--- src/rtl/vgrt_pkg.sv ---
// Shared constants, codes and types of the voxel grid ray traversal core.
package vgrt_pkg;

  localparam int unsigned FRAC_BITS    = 16;
  localparam int unsigned COORD_BITS   = 32;
  localparam int unsigned MAX_DISTANCE = 256;
  localparam int unsigned DIR_FRAC     = 15;
  localparam int unsigned ORIGIN_W     = 48;
  localparam int unsigned DIR_W        = 17;
  localparam int unsigned MAG_W        = DIR_FRAC + 1;
  localparam int unsigned NUM_W        = DIR_FRAC + FRAC_BITS + 1;
  localparam int unsigned TN_W         = NUM_W + 1;
  localparam int unsigned DIST_W       = 25;
  localparam int unsigned VOX_W        = 32;
  localparam int unsigned IN_DATA_W    = 200;
  localparam int unsigned OUT_DATA_W   = 224;
  localparam int unsigned APB_ADDR_W   = 3;
  localparam int unsigned APB_DATA_W   = 32;
  localparam int unsigned QUEUE_DEPTH  = 2;

  localparam logic [DIST_W-1:0] MAXD_RESET = DIST_W'(524288);
  localparam logic [TN_W-1:0]   MAXD_LIM   = TN_W'(MAX_DISTANCE) << FRAC_BITS;
  localparam logic signed [DIR_W-1:0] DIR_ONE     = DIR_W'(32768);
  localparam logic signed [DIR_W-1:0] DIR_NEG_ONE = -DIR_W'(32768);

  localparam logic CMD_START  = 1'b0;
  localparam logic CMD_ANSWER = 1'b1;

  localparam logic REG_MAX_DISTANCE = 1'b0;

  typedef enum logic [1:0] {
    KIND_QUERY  = 2'd0,
    KIND_HIT    = 2'd1,
    KIND_MISS   = 2'd2,
    KIND_REJECT = 2'd3
  } kind_e;

  typedef enum logic [2:0] {
    OP_START,
    OP_START_MISS,
    OP_START_REJECT,
    OP_AIR,
    OP_SOLID
  } op_e;

  typedef struct packed {
    logic signed [COORD_BITS-1:0] ip;
    logic [FRAC_BITS-1:0]         frac;
    logic [MAG_W-1:0]             mag;
    logic                         neg;
  } axis_t;

  typedef struct packed {
    op_e          op;
    axis_t [2:0]  ax;
  } entry_t;

  typedef struct packed {
    logic busy;
    logic done;
  } div_stat_t;

endpackage

--- src/rtl/vgrt_fifo.sv ---
// Small register queue between the classifying front and the stepping back.
module vgrt_fifo #(
  parameter int unsigned DEPTH = vgrt_pkg::QUEUE_DEPTH
) (
  input  logic            clk_i,
  input  logic            rst_ni,
  input  logic            push_i,
  input  vgrt_pkg::entry_t wdata_i,
  output logic            full_o,
  input  logic            pop_i,
  output logic            valid_o,
  output vgrt_pkg::entry_t rdata_o
);
  import vgrt_pkg::*;

  localparam int unsigned PTR_W = (DEPTH > 1) ? $clog2(DEPTH) : 1;
  localparam int unsigned CNT_W = $clog2(DEPTH + 1);

  entry_t            mem_q [DEPTH];
  logic [PTR_W-1:0]  wptr_q, rptr_q;
  logic [CNT_W-1:0]  count_q;
  logic              do_push, do_pop;

  assign full_o  = (count_q == CNT_W'(DEPTH));
  assign valid_o = (count_q != '0);
  assign rdata_o = mem_q[rptr_q];
  assign do_push = push_i && !full_o;
  assign do_pop  = pop_i && valid_o;

  always_ff @(posedge clk_i) begin
    if (do_push) begin
      mem_q[wptr_q] <= wdata_i;
    end
  end

  always_ff @(posedge clk_i or negedge rst_ni) begin
    if (!rst_ni) begin
      wptr_q  <= '0;
      rptr_q  <= '0;
      count_q <= '0;
    end else begin
      if (do_push) begin
        wptr_q <= (wptr_q == PTR_W'(DEPTH - 1)) ? '0 : wptr_q + 1'b1;
      end
      if (do_pop) begin
        rptr_q <= (rptr_q == PTR_W'(DEPTH - 1)) ? '0 : rptr_q + 1'b1;
      end
      if (do_push && !do_pop) begin
        count_q <= count_q + 1'b1;
      end else if (do_pop && !do_push) begin
        count_q <= count_q - 1'b1;
      end
    end
  end

endmodule

--- src/rtl/vgrt_front.sv ---
// Input side: takes words, floors the origin and sorts each word into an operation.
module vgrt_front (
  input  logic                             s_axis_tvalid,
  output logic                             s_axis_tready,
  input  logic [vgrt_pkg::IN_DATA_W-1:0]   s_axis_tdata,
  input  logic                             s_axis_tuser,
  input  logic                             full_i,
  output logic                             push_o,
  output vgrt_pkg::entry_t                 entry_o
);
  import vgrt_pkg::*;

  localparam logic signed [ORIGIN_W-1:0] CMAX = ORIGIN_W'((64'd1 << (COORD_BITS - 1)) - 1);
  localparam logic signed [ORIGIN_W-1:0] CMIN = -CMAX - 1;

  logic signed [ORIGIN_W-1:0] origin [3];
  logic signed [DIR_W-1:0]    dir    [3];
  logic signed [ORIGIN_W-1:0] ip     [3];
  logic signed [DIR_W-1:0]    mag    [3];
  logic                       solid;
  logic                       dir_bad, coord_bad;

  assign s_axis_tready = !full_i;
  assign push_o        = s_axis_tvalid && !full_i;
  assign solid         = s_axis_tdata[3*ORIGIN_W + 3*DIR_W];

  always_comb begin
    dir_bad   = 1'b0;
    coord_bad = 1'b0;
    for (int i = 0; i < 3; i++) begin
      origin[i] = s_axis_tdata[i*ORIGIN_W +: ORIGIN_W];
      dir[i]    = s_axis_tdata[3*ORIGIN_W + i*DIR_W +: DIR_W];
      ip[i]     = origin[i] >>> FRAC_BITS;
      mag[i]    = (dir[i] < 0) ? -dir[i] : dir[i];
      if (dir[i] > DIR_ONE || dir[i] < DIR_NEG_ONE) dir_bad = 1'b1;
      if (ip[i] > CMAX || ip[i] < CMIN) coord_bad = 1'b1;
      entry_o.ax[i].ip   = ip[i][COORD_BITS-1:0];
      entry_o.ax[i].frac = origin[i][FRAC_BITS-1:0];
      entry_o.ax[i].mag  = mag[i][MAG_W-1:0];
      entry_o.ax[i].neg  = dir[i] < 0;
    end
    priority if (s_axis_tuser == CMD_ANSWER) begin
      entry_o.op = solid ? OP_SOLID : OP_AIR;
    end else if (dir_bad) begin
      entry_o.op = OP_START_MISS;
    end else if (coord_bad) begin
      entry_o.op = OP_START_REJECT;
    end else begin
      entry_o.op = OP_START;
    end
  end

endmodule

--- src/rtl/vgrt_div.sv ---
// Restoring divider, one quotient bit per cycle.
module vgrt_div (
  input  logic                          clk_i,
  input  logic                          rst_ni,
  input  logic                          go_i,
  input  logic [vgrt_pkg::NUM_W-1:0]    num_i,
  input  logic [vgrt_pkg::MAG_W-1:0]    den_i,
  output vgrt_pkg::div_stat_t           stat_o,
  output logic [vgrt_pkg::NUM_W-1:0]    quot_o
);
  import vgrt_pkg::*;

  localparam int unsigned CNT_W = $clog2(NUM_W + 1);

  logic [MAG_W-1:0] rem_q, den_q;
  logic [NUM_W-1:0] quo_q;
  logic [CNT_W-1:0] cnt_q;
  logic             busy_q, done_q;
  logic [MAG_W:0]   trial;
  logic             fits;

  assign trial  = {rem_q, quo_q[NUM_W-1]};
  assign fits   = trial >= {1'b0, den_q};
  assign quot_o = quo_q;
  assign stat_o = '{busy: busy_q, done: done_q};

  always_ff @(posedge clk_i or negedge rst_ni) begin
    if (!rst_ni) begin
      busy_q <= 1'b0;
      done_q <= 1'b0;
      cnt_q  <= '0;
      rem_q  <= '0;
      den_q  <= '0;
      quo_q  <= '0;
    end else begin
      done_q <= 1'b0;
      if (go_i) begin
        busy_q <= 1'b1;
        cnt_q  <= CNT_W'(NUM_W);
        rem_q  <= '0;
        den_q  <= den_i;
        quo_q  <= num_i;
      end else if (busy_q) begin
        rem_q  <= fits ? MAG_W'(trial - {1'b0, den_q}) : trial[MAG_W-1:0];
        quo_q  <= {quo_q[NUM_W-2:0], fits};
        cnt_q  <= cnt_q - 1'b1;
        if (cnt_q == CNT_W'(1)) begin
          busy_q <= 1'b0;
          done_q <= 1'b1;
        end
      end
    end
  end

endmodule

--- src/rtl/vgrt_back.sv ---
// Ray state, crossing setup through the divider, the stepping walk and the result register.
module vgrt_back (
  input  logic                          clk_i,
  input  logic                          rst_ni,
  input  logic [vgrt_pkg::DIST_W-1:0]   max_distance_i,
  input  logic                          valid_i,
  input  vgrt_pkg::entry_t              entry_i,
  output logic                          pop_o,
  output logic                          m_valid_o,
  input  logic                          m_ready_i,
  output vgrt_pkg::kind_e               kind_o,
  output logic [vgrt_pkg::VOX_W-1:0]    voxel_o  [3],
  output logic [vgrt_pkg::VOX_W-1:0]    prev_o   [3],
  output logic [1:0]                    normal_axis_o,
  output logic [1:0]                    normal_sign_o,
  output logic [vgrt_pkg::DIST_W-1:0]   distance_o
);
  import vgrt_pkg::*;

  typedef enum logic [1:0] {ST_IDLE, ST_DIV, ST_PICK, ST_STEP} state_e;

  localparam logic signed [COORD_BITS-1:0] CMAX = COORD_BITS'((64'd1 << (COORD_BITS - 1)) - 1);
  localparam logic signed [COORD_BITS-1:0] CMIN = -CMAX - 1;
  localparam logic [1:0] SIGN_POS = 2'b01;
  localparam logic [1:0] SIGN_NEG = 2'b11;
  localparam logic [1:0] AXIS_X = 2'd0;
  localparam logic [1:0] AXIS_Y = 2'd1;
  localparam logic [1:0] AXIS_Z = 2'd2;

  state_e                       state_q;
  logic [2:0]                   idx_q;
  logic                         div_go_q;
  logic signed [COORD_BITS-1:0] cur_q    [3];
  logic                         neg_q    [3];
  logic                         inf_q    [3];
  logic [FRAC_BITS-1:0]         frac_q   [3];
  logic [MAG_W-1:0]             mag_q    [3];
  logic [TN_W-1:0]              t_next_q [3];
  logic [NUM_W-1:0]             t_step_q [3];
  logic                         active_q;
  logic [TN_W-1:0]              pend_q;
  logic [1:0]                   last_q, pick_q;
  logic                         m_valid_q;
  kind_e                        kind_q;
  logic [VOX_W-1:0]             vox_q    [3];
  logic [VOX_W-1:0]             prv_q    [3];
  logic [1:0]                   naxis_q, nsign_q;
  logic [DIST_W-1:0]            dist_q;

  logic                         out_free, maxd_bad, needs_out;
  logic [1:0]                   div_ax, a_sel;
  logic [NUM_W-1:0]             div_num, div_quot;
  logic [FRAC_BITS:0]           head_room;
  div_stat_t                    div_stat;
  logic                         miss_c, ovf_c;
  logic signed [COORD_BITS-1:0] stepped, hit_prev;

  function automatic logic nearer(input logic inf_a, input logic inf_b,
                                  input logic [TN_W-1:0] tn_a,
                                  input logic [TN_W-1:0] tn_b);
    if (inf_a) return 1'b0;
    if (inf_b) return 1'b1;
    return tn_a < tn_b;
  endfunction

  assign out_free = !m_valid_q || m_ready_i;
  assign maxd_bad = (max_distance_i == '0) || (TN_W'(max_distance_i) > MAXD_LIM);

  always_comb begin
    unique case (entry_i.op)
      OP_START:        needs_out = maxd_bad;
      OP_START_MISS,
      OP_START_REJECT: needs_out = 1'b1;
      OP_SOLID:        needs_out = active_q;
      default:         needs_out = 1'b0;
    endcase
  end

  assign pop_o = (state_q == ST_IDLE) && valid_i && (!needs_out || out_free);

  // even steps give the crossing spacing, odd steps the first crossing
  assign div_ax    = idx_q[2:1];
  assign head_room = (FRAC_BITS+1)'(1) << FRAC_BITS;
  always_comb begin
    if (!idx_q[0]) begin
      div_num = NUM_W'(1) << (DIR_FRAC + FRAC_BITS);
    end else if (neg_q[div_ax]) begin
      div_num = NUM_W'(frac_q[div_ax]) << DIR_FRAC;
    end else begin
      div_num = NUM_W'(head_room - (FRAC_BITS+1)'(frac_q[div_ax])) << DIR_FRAC;
    end
  end

  vgrt_div u_div (
    .clk_i  (clk_i),
    .rst_ni (rst_ni),
    .go_i   (div_go_q),
    .num_i  (div_num),
    .den_i  (mag_q[div_ax]),
    .stat_o (div_stat),
    .quot_o (div_quot)
  );

  // ties go to the lower axis
  always_comb begin
    a_sel = AXIS_X;
    if (nearer(inf_q[1], inf_q[0], t_next_q[1], t_next_q[0])) a_sel = AXIS_Y;
    if (nearer(inf_q[2], inf_q[a_sel], t_next_q[2], t_next_q[a_sel])) a_sel = AXIS_Z;
  end

  assign miss_c   = inf_q[pick_q] || (t_next_q[pick_q] > TN_W'(max_distance_i));
  assign ovf_c    = neg_q[pick_q] ? (cur_q[pick_q] <= CMIN) : (cur_q[pick_q] >= CMAX);
  assign stepped  = neg_q[pick_q] ? cur_q[pick_q] - 1'b1 : cur_q[pick_q] + 1'b1;
  assign hit_prev = neg_q[last_q] ? cur_q[last_q] + 1'b1 : cur_q[last_q] - 1'b1;

  always_ff @(posedge clk_i or negedge rst_ni) begin
    if (!rst_ni) begin
      state_q   <= ST_IDLE;
      idx_q     <= '0;
      div_go_q  <= 1'b0;
      active_q  <= 1'b0;
      pend_q    <= '0;
      last_q    <= AXIS_X;
      pick_q    <= AXIS_X;
      m_valid_q <= 1'b0;
      kind_q    <= KIND_QUERY;
      naxis_q   <= '0;
      nsign_q   <= '0;
      dist_q    <= '0;
      for (int i = 0; i < 3; i++) begin
        cur_q[i]    <= '0;
        neg_q[i]    <= 1'b0;
        inf_q[i]    <= 1'b1;
        frac_q[i]   <= '0;
        mag_q[i]    <= '0;
        t_next_q[i] <= '0;
        t_step_q[i] <= '0;
        vox_q[i]    <= '0;
        prv_q[i]    <= '0;
      end
    end else begin
      div_go_q <= 1'b0;
      if (m_valid_q && m_ready_i) begin
        m_valid_q <= 1'b0;
      end
      unique case (state_q)
        ST_IDLE: begin
          if (pop_o) begin
            unique case (entry_i.op)
              OP_START, OP_START_MISS, OP_START_REJECT: begin
                active_q <= 1'b0;
                if (maxd_bad || entry_i.op != OP_START) begin
                  m_valid_q <= 1'b1;
                  kind_q    <= (!maxd_bad && entry_i.op == OP_START_REJECT) ?
                               KIND_REJECT : KIND_MISS;
                  naxis_q   <= '0;
                  nsign_q   <= '0;
                  dist_q    <= '0;
                  for (int i = 0; i < 3; i++) begin
                    vox_q[i] <= '0;
                    prv_q[i] <= '0;
                  end
                end else begin
                  for (int i = 0; i < 3; i++) begin
                    cur_q[i]  <= entry_i.ax[i].ip;
                    neg_q[i]  <= entry_i.ax[i].neg;
                    inf_q[i]  <= (entry_i.ax[i].mag == '0);
                    frac_q[i] <= entry_i.ax[i].frac;
                    mag_q[i]  <= entry_i.ax[i].mag;
                  end
                  idx_q    <= '0;
                  div_go_q <= 1'b1;
                  state_q  <= ST_DIV;
                end
              end
              OP_AIR: begin
                if (active_q) state_q <= ST_PICK;
              end
              OP_SOLID: begin
                if (active_q) begin
                  active_q  <= 1'b0;
                  m_valid_q <= 1'b1;
                  kind_q    <= KIND_HIT;
                  naxis_q   <= last_q;
                  nsign_q   <= neg_q[last_q] ? SIGN_POS : SIGN_NEG;
                  dist_q    <= pend_q[DIST_W-1:0];
                  for (int i = 0; i < 3; i++) begin
                    vox_q[i] <= VOX_W'(cur_q[i]);
                    prv_q[i] <= (2'(i) == last_q) ? VOX_W'(hit_prev) : VOX_W'(cur_q[i]);
                  end
                end
              end
              default: ;
            endcase
          end
        end
        ST_DIV: begin
          if (div_stat.done) begin
            if (!idx_q[0]) begin
              t_step_q[div_ax] <= div_quot;
            end else begin
              t_next_q[div_ax] <= TN_W'(div_quot);
            end
            if (idx_q == 3'd5) begin
              state_q <= ST_PICK;
            end else begin
              idx_q    <= idx_q + 1'b1;
              div_go_q <= 1'b1;
            end
          end
        end
        ST_PICK: begin
          pick_q  <= a_sel;
          state_q <= ST_STEP;
        end
        ST_STEP: begin
          if (out_free) begin
            m_valid_q <= 1'b1;
            state_q   <= ST_IDLE;
            if (miss_c || ovf_c) begin
              active_q <= 1'b0;
              kind_q   <= miss_c ? KIND_MISS : KIND_REJECT;
              naxis_q  <= '0;
              nsign_q  <= '0;
              dist_q   <= '0;
              for (int i = 0; i < 3; i++) begin
                vox_q[i] <= '0;
                prv_q[i] <= '0;
              end
            end else begin
              active_q         <= 1'b1;
              cur_q[pick_q]    <= stepped;
              t_next_q[pick_q] <= t_next_q[pick_q] + TN_W'(t_step_q[pick_q]);
              pend_q           <= t_next_q[pick_q];
              last_q           <= pick_q;
              kind_q           <= KIND_QUERY;
              naxis_q          <= pick_q;
              nsign_q          <= neg_q[pick_q] ? SIGN_POS : SIGN_NEG;
              dist_q           <= t_next_q[pick_q][DIST_W-1:0];
              for (int i = 0; i < 3; i++) begin
                vox_q[i] <= (2'(i) == pick_q) ? VOX_W'(stepped) : VOX_W'(cur_q[i]);
                prv_q[i] <= VOX_W'(cur_q[i]);
              end
            end
          end
        end
        default: state_q <= ST_IDLE;
      endcase
    end
  end

  assign m_valid_o     = m_valid_q;
  assign kind_o        = kind_q;
  assign voxel_o       = vox_q;
  assign prev_o        = prv_q;
  assign normal_axis_o = naxis_q;
  assign normal_sign_o = nsign_q;
  assign distance_o    = dist_q;

endmodule

--- src/rtl/voxel_grid_ray_traversal_core.sv ---
// Top level of the voxel grid ray traversal core.
//
//   channel   direction  handshake                  payload
//   s_axis    in         s_axis_tvalid/tready       tdata origin, direction, solid; tuser command
//   m_axis    out        m_axis_tvalid/tready       tdata voxel, prev, normal, distance; tuser kind
//   apb       in         psel/penable/pwrite        max_distance at byte address 0
//
// A start word passes through the queue, then six divisions on the one shared divider, then
// the pick and step states. An air answer passes through the queue, the pick and step states
// and the output register; a solid answer through the queue and the output register.
// Reset clears the ray (idle) and sets max_distance to 524288; no clearing pass.
// The input queue takes words while the walk runs; a stalled output holds the walk.
module voxel_grid_ray_traversal_core #(
  parameter int unsigned QUEUE_DEPTH = vgrt_pkg::QUEUE_DEPTH
) (
  input  logic                              clk_i,
  input  logic                              rst_ni,
  input  logic                              s_axis_tvalid,
  output logic                              s_axis_tready,
  // origin_x, origin_y, origin_z, dir_x, dir_y, dir_z, solid, zero fill
  input  logic [vgrt_pkg::IN_DATA_W-1:0]    s_axis_tdata,
  // command
  input  logic                              s_axis_tuser,
  output logic                              m_axis_tvalid,
  input  logic                              m_axis_tready,
  // voxel_x/y/z, prev_x/y/z, normal_axis, normal_sign, distance, zero fill
  output logic [vgrt_pkg::OUT_DATA_W-1:0]   m_axis_tdata,
  // kind
  output logic [1:0]                        m_axis_tuser,
  input  logic                              psel,
  input  logic                              penable,
  input  logic                              pwrite,
  input  logic [vgrt_pkg::APB_ADDR_W-1:0]   paddr,
  input  logic [vgrt_pkg::APB_DATA_W-1:0]   pwdata,
  output logic [vgrt_pkg::APB_DATA_W-1:0]   prdata,
  output logic                              pready
);
  import vgrt_pkg::*;

  logic [DIST_W-1:0] max_distance_q;
  logic              push, full, q_valid, pop;
  entry_t            push_entry, head_entry;
  kind_e             kind;
  logic [VOX_W-1:0]  voxel [3];
  logic [VOX_W-1:0]  prev  [3];
  logic [1:0]        normal_axis, normal_sign;
  logic [DIST_W-1:0] distance;

  assign pready = 1'b1;
  assign prdata = (paddr[2] == REG_MAX_DISTANCE) ? APB_DATA_W'(max_distance_q) : '0;

  always_ff @(posedge clk_i or negedge rst_ni) begin
    if (!rst_ni) begin
      max_distance_q <= MAXD_RESET;
    end else if (psel && penable && pwrite && pready && paddr[2] == REG_MAX_DISTANCE) begin
      max_distance_q <= pwdata[DIST_W-1:0];
    end
  end

  vgrt_front u_front (
    .s_axis_tvalid (s_axis_tvalid),
    .s_axis_tready (s_axis_tready),
    .s_axis_tdata  (s_axis_tdata),
    .s_axis_tuser  (s_axis_tuser),
    .full_i        (full),
    .push_o        (push),
    .entry_o       (push_entry)
  );

  vgrt_fifo #(
    .DEPTH (QUEUE_DEPTH)
  ) u_fifo (
    .clk_i   (clk_i),
    .rst_ni  (rst_ni),
    .push_i  (push),
    .wdata_i (push_entry),
    .full_o  (full),
    .pop_i   (pop),
    .valid_o (q_valid),
    .rdata_o (head_entry)
  );

  vgrt_back u_back (
    .clk_i          (clk_i),
    .rst_ni         (rst_ni),
    .max_distance_i (max_distance_q),
    .valid_i        (q_valid),
    .entry_i        (head_entry),
    .pop_o          (pop),
    .m_valid_o      (m_axis_tvalid),
    .m_ready_i      (m_axis_tready),
    .kind_o         (kind),
    .voxel_o        (voxel),
    .prev_o         (prev),
    .normal_axis_o  (normal_axis),
    .normal_sign_o  (normal_sign),
    .distance_o     (distance)
  );

  assign m_axis_tuser = kind;
  assign m_axis_tdata = {3'b000, distance, normal_sign, normal_axis,
                         prev[2], prev[1], prev[0], voxel[2], voxel[1], voxel[0]};

endmodule
--- config.mk ---
export PLATFORM = sky130hd
export DESIGN_NAME = voxel_grid_ray_traversal_core
export DESIGN_NICKNAME = d
export VERILOG_FILES = /design/src/rtl/vgrt_pkg.sv /design/src/rtl/vgrt_fifo.sv /design/src/rtl/vgrt_front.sv /design/src/rtl/vgrt_div.sv /design/src/rtl/vgrt_back.sv /design/src/rtl/voxel_grid_ray_traversal_core.sv
export SDC_FILE = /design/constraint.sdc
export NUM_CORES = 2
export LEC_CHECK = 0
export CORE_MARGIN = 2
export CORE_UTILIZATION = 65
export CTS_CLUSTER_DIAMETER = 60
export DETAILED_ROUTE_END_ITERATION = 10
export DONT_BUFFER_PORTS = 1
export HOLD_SLACK_MARGIN = 0.08
export PLACE_DENSITY = 0.81
export SYNTH_ARGS = -nofsm -noshare
export SYNTH_HDL_FRONTEND = slang
export SYNTH_SLANG_ARGS = --single-unit
--- constraint.sdc ---
create_clock -name clk_i -period 17.8 [get_ports clk_i]
set_input_delay 3.56 -clock clk_i [delete_from_list [all_inputs] [get_ports clk_i]]
set_output_delay 3.56 -clock clk_i [all_outputs]
set_load 0.1 [all_outputs]
=== Yosys cells after proc, flatten, opt, wreduce, memory -nomap -nowiden ===
Memories as Yosys holds them, arrays and structs flattened.
Index checks and enable logic that the tools add are counted.

* Output and inout port bits: 261
* Register bits after elaboration: 754
* Input bits: 243
* RAM bits: 396
* Memories: 1

* Reduce and logical (&&, ||, !) cells: 59
* Eq/ne operators: 30
* $add $sub $neg: 16
* Order comparisons: 28
* Bitwise operators: 8
* Mux-type cells: 196

{| class="wikitable"
|+ Memories
! memory !! depth !! width !! read ports !! clocked after memory_dff !! write ports !! RTL line !! source
|-
| u_fifo.mem_q || 2 || 198 || 1 || 0 || 1 || vgrt_fifo.sv:19 || <nowiki>entry_t mem_q [DEPTH];</nowiki>
|}

{| class="wikitable"
|+ Operators by type and width
! operator !! count
|-
| $mux 96 || 14
|-
| $pmux 96 s2 || 5
|-
| $mux 32 || 20
|-
| $mux 99 || 4
|-
| $bwmux 99 || 2
|-
| $mux 33 || 6
|-
| $pmux 99 s2 || 1
|-
| $bmux 32 s2 || 3
|-
| $bwmux 96 || 2
|-
| $mux 16 || 10
|-
| $mux 25 || 6
|-
| $bmux 33 s2 || 2
|-
| $demux 33 s2 || 2
|-
| $demux 32 s2 || 2
|-
| $pmux 25 s2 || 2
|-
| $gt 32x32->1 const B || 3
|-
| $lt 32x32->1 const B || 3
|-
| $lt 33x33->1 || 2
|-
| $add 32x1->32 const B || 2
|-
| $bmux 16 s2 || 2
|-
| $sub 32x1->32 const B || 2
|-
| $mux 1 || 58
|-
| $mux 2 || 26
|-
| $gt 17x17->1 const B || 3
|-
| other kinds (58) || 155
|}

=== Logic depth before layout (Yosys ltp) ===
* Depth in word-level cells: 14
* Gate-level depth with buffers: 24
* Depth with buffers taken out: 22

=== Hierarchy ===
A second synthesis with hierarchy kept.

* Cell total of the unflattened synthesis: 5716
* Area total of the unflattened synthesis: 61701.7 um^2

{| class="wikitable"
|+ Modules (own cells, without submodules)
! module !! instances !! seq. area each (um^2) !! cells an instance !! area each (um^2)
|-
| vgrt_back || 1 || 16344.4 || 4238 || 39167.6
|-
| vgrt_fifo || 1 || 11991.5 || 635 || 14891.8
|-
| vgrt_div || 1 || 1801.7 || 443 || 4160.2
|-
| vgrt_front || 1 || 0.0 || 307 || 2194.6
|-
| voxel_grid_ray_traversal_core || 1 || 626.9 || 93 || 1287.5
|}

=== Least setup slack after synthesis ===
No wires, ideal clock.

* Path type: input -> register
* Start point: in s_axis_tvalid
* End point: mem u_fifo.mem_q[0][0] (netlist name), enable pin
* Arrival: 11.919 ns
* Required time: 17.040 ns
* Stages: 2
* Library setup time: 0.760 ns
* Path slack: 5.121 ns
* Cells stage by stage: nand2_1 > nor2_1

* Word-level cells in the longest chain between the ends: 4

{| class="wikitable"
|+ RTL lines
! item !! RTL line !! source
|-
| from (decl) || voxel_grid_ray_traversal_core.sv:18 || <nowiki>input logic s_axis_tvalid,</nowiki>
|-
| $logic_and 1x1->1 || vgrt_front.sv:24 || <nowiki>assign push_o = s_axis_tvalid && !full_i;</nowiki>
|-
| $logic_and 1x1->1 || vgrt_fifo.sv:27 || <nowiki>assign do_push = push_i && !full_o;</nowiki>
|-
| $mux 1 || vgrt_fifo.sv:31 || <nowiki>if (do_push) begin</nowiki>
|-
| $mux 1 (implied by the code) || vgrt_fifo.sv:32 || <nowiki>mem_q[wptr_q] <= wdata_i;</nowiki>
|-
| to (decl) || vgrt_fifo.sv:19 ||
|}

No other way between the ends.

=== Worst setup path in the final report ===
* Start point: in paddr[2] (netlist name)
* End point: out prdata[0] (netlist name)

* Word-level cells in the longest chain between the ends: 1

{| class="wikitable"
|+ RTL lines
! item !! RTL line !! source
|-
| from (decl) || voxel_grid_ray_traversal_core.sv:33 || <nowiki>input logic [vgrt_pkg::APB_ADDR_W-1:0] paddr,</nowiki>
|-
| $mux 25 || voxel_grid_ray_traversal_core.sv:50 || <nowiki>assign prdata = (paddr[2] == REG_MAX_DISTANCE) ? APB_DATA_W'(max_distance_q) : '0;</nowiki>
|-
| to (decl) || voxel_grid_ray_traversal_core.sv:35 || <nowiki>output logic [vgrt_pkg::APB_DATA_W-1:0] prdata,</nowiki>
|}

No other way between the ends.

==> results.md <==
- Status: finished clean
- Worst path bufs/invs: 0
- Pint: 0.00455 W
- Register-to-Register Setup Slack: 10.46 ns
- Clock tree buffer depth: 3
- Met3 Usage GRT: 12.6%
- Drt first pass iters: 8
- Synth Area in Adders: 4.59%
- Via count: 45,100
- Asr flop ratio synth: 65.6%
- Final min period: 7.94 ns
- Post-synth EDFFs: 396
- Synth top area cells: dfrtp_1 (32%), edfxtp_1 (20%), mux2i_1 (7.0%)
- Mux cell area share after synthesis: 10.5%
- Vias per Instance: 6.75
- CTS tree: yes
- Post-synth top cells: dfrtp_1 (750), nor2_1 (639), nand2_1 (473), mux2i_1 (413), o21ai_0 (400)
- Post-CTS setup buffers: 0
- Syn Area/Cell: 10.7 sq um
- Synth top area share: 31.8%
- Comb power frac: 7.9%
- Die area: 93,100 sq um
- Initial core utilization: 65.6%
- Placed inst area: 59,800 sq um
- Post-synthesis compound-gate area fraction: 16.2%
- GP Congestion: 1.01
- Setup Crit Path Kind: input port to output port
- Post_cts resized: 0
- Ys Warns: 0
- Die X: 305 um
- CP max stage cell: nor2b_2
- FP Rows: 110
- CTS root buf: clkbuf_16
- Reg2reg path depth: 16
- Critical path endpoint category: output port
- Layout cells sized above 1: 10.3%
- Post-Synth XOR/XNOR Area: 2.68%
- Largest net degree at the start of global routing: 755
- I/O pin total: 504
- Worst r2r src: u_back.pick_q[0]
- Hold buffers post-CTS: 0
- Routed wire per std cell: 26.2 um
- Worst Tran Pin Value: 1.39 ns
- Final count of pins violating max slew: 0
- Sw power: 0.00153 W
- Clock slew seen by the registers of the worst setup and hold paths: 0.06 ns
- FF-to-FF End: u_back.prev_o[18]
- #FFs+latches synth: 1,150
- Clock power share: 41.2%
- PortBufs: 0
- Fmax: 126 MHz
- Crit path largest cell delay: 0.81 ns
- GR Util met1: 49.3%
- CP top delay family: simple AND/OR/NAND/NOR gates
- Peak supply drop: 0.105 mV
- Simple-gate portion of the synthesized area: 10.4%
- Worst min path class: register to register
- Dpl hpwl: 121,000 um
- Hold EP: u_back.frac_q[12]
- Num CTS Buffers: 116
- CP Max Fanout: 26
- Busiest grt layer: met2
- Seq/Total Area, Yosys: 52.2%
- Final period util: 44.6%
- Clk sinks: 1,150
- Synth unique cells: 87
- HP Start: u_back.frac_q[12]
- Area growth syn-to-layout: 8.56%
- Met2 usage: 54.3%
- Cell with the most instances after synthesis: dfrtp_1
- Dominant cell type by area after synthesis: dfrtp_1
- DRT iter0 DRCs: 5,181
- Reg power frac: 50.9%
- Critical Path RT: 14.24 ns
- Rel. slew slack: 6.03%
- Design area: 64,000 sq um
- Fin util: 71.2%
- Hold Crit Depth: 2
- Layout Skew: 0.0621 ns
- First-pass GRT wire length: 261,000 um
- RSZ-0062 raised after global routing: false
- Setup ws final: 9.86 ns
- GR Overflow Total: 0
- Final Net Count: 5,821
- H-tree depth: 3
- Post-route setup TNS: 0 ns
- Main combinational cell family by area after synthesis: compound AO/OA/AOI/OAI gates
- Static Leak: 25.9 nW
- Cells after synthesis: 5,508
- Final Hold Fails: 0
- Initial antenna violation count: 25
- Final wirelength: 175,000 um
- DIE HEIGHT: 305 um
- Setup WS pre-CTS: 9.86 ns
- Cells along the critical path: nor2b_2
- Mapped Area: 58,900 sq um
- Residual DRC count: 0
- PwrDens: 95.1 nW/um^2
- ANT nets after route: 0
- Setup violators final: 0
- Clock latency on the worst-skew pair: 0.76 ns
- Max-cap violations: 0
- Core area: 89,900 sq um
- Critical path data arrival time: 4.38 ns
- Vias in the first global route: 42,900
- Top_reg_cell synth: dfrtp_1
- Worst setup SP type: input port
- All-Layer GR Usage: 36.7%
- Sw Ratio: 25.2%
- Hold WS: 0.479 ns
==> sequential cells by signal, summed over array words and instances, names as in the netlist, 3 cells and up <==
name / count
max_distance_q: 25
u_back.cur_q: 96
u_back.distance_o: 25
u_back.frac_q: 48
u_back.idx_q: 3
u_back.inf_q: 3
u_back.mag_q: 48
u_back.neg_q: 3
u_back.pend_q: 25
u_back.prev_o: 96
u_back.t_next_q: 99
u_back.t_step_q: 96
u_back.u_div.cnt_q: 6
u_back.u_div.den_q: 16
u_back.u_div.quot_o: 32
u_back.u_div.rem_q: 16
u_back.voxel_o: 96
u_fifo.mem_q: 396
==> worst max-delay path by stage <==
stage / cells after the start / slack [ns] / endpoint / start
3_3_place_gp: 1 / 9.87 / prdata[0] / paddr[2]
4_1_cts: 1 / 9.86 / prdata[0] / paddr[2]
2_1_floorplan: 2 / 5.12 / u_fifo.mem_q[0][0] / s_axis_tvalid
3_5_place_dp: 1 / 9.86 / prdata[0] / paddr[2]
6_report: 1 / 9.86 / prdata[0] / paddr[2]
5_1_grt: 1 / 9.85 / prdata[0] / paddr[2]
==> power groups by stage <==
stage / registers [W] / logic, W / clock network [W]
after CTS: 0.00309 / 0.000447 / 0.00252
after global routing: 0.00311 / 0.000519 / 0.00263
final: 0.00309 / 0.000481 / 0.00251
after floorplan: 0.00318 / 0.000317 / 0
after global placement: 0.00312 / 0.000438 / 0
after detailed placement: 0.00314 / 0.000444 / 0
==> stage by stage <==
step	power, W	cells
6_report	0.00608	6681
5_1_grt	0.00626	6677
4_1_cts	0.00606	6633
3_5_place_dp	0.00358	6419
3_3_place_gp	0.00356	6419
2_1_floorplan	0.00349	5517
==> per-layer routing <==
metal / up-vias / wire (um)
li1: 20000 / -
met4: 10 / 7850
met5: - / 69
met1: 22200 / 67500
met2: 2475 / 77100
met3: 401 / 22700
==> final cells by class <==
class | instances | area, sq um
inverters | 133 | 499
flip-flops and latches | 1150 | 30800
clock inverters | 55 | 728
clock buffers | 159 | 3250
fillers | 6351 | 25900
diodes | 45 | 113
repair buffers | 85 | 711
well taps | 1176 | 1470
multi-input cells | 3878 | 26400
==> logic make-up after synthesis <==
kind of cell | Yosys count
simple gates | 1431
buf+inv | 489
xor+xnor | 180
flops | 1150
compound gates | 1446
fa+ha+maj | 214
mux | 596
other cells | 2
==> layout by cell type, fill, tap and decap left out, types with 159 or more instances in the layout <==
cell	n
dfrtp_1	743
mux2_2	183
o21ai_0	400
mux2i_1	413
a21oi_1	301
a221oi_1	159
nor2_1	609
edfxtp_1	396
nand2_1	473
ha_1	209
No activity file was read; power rests on OpenSTA's default activity.
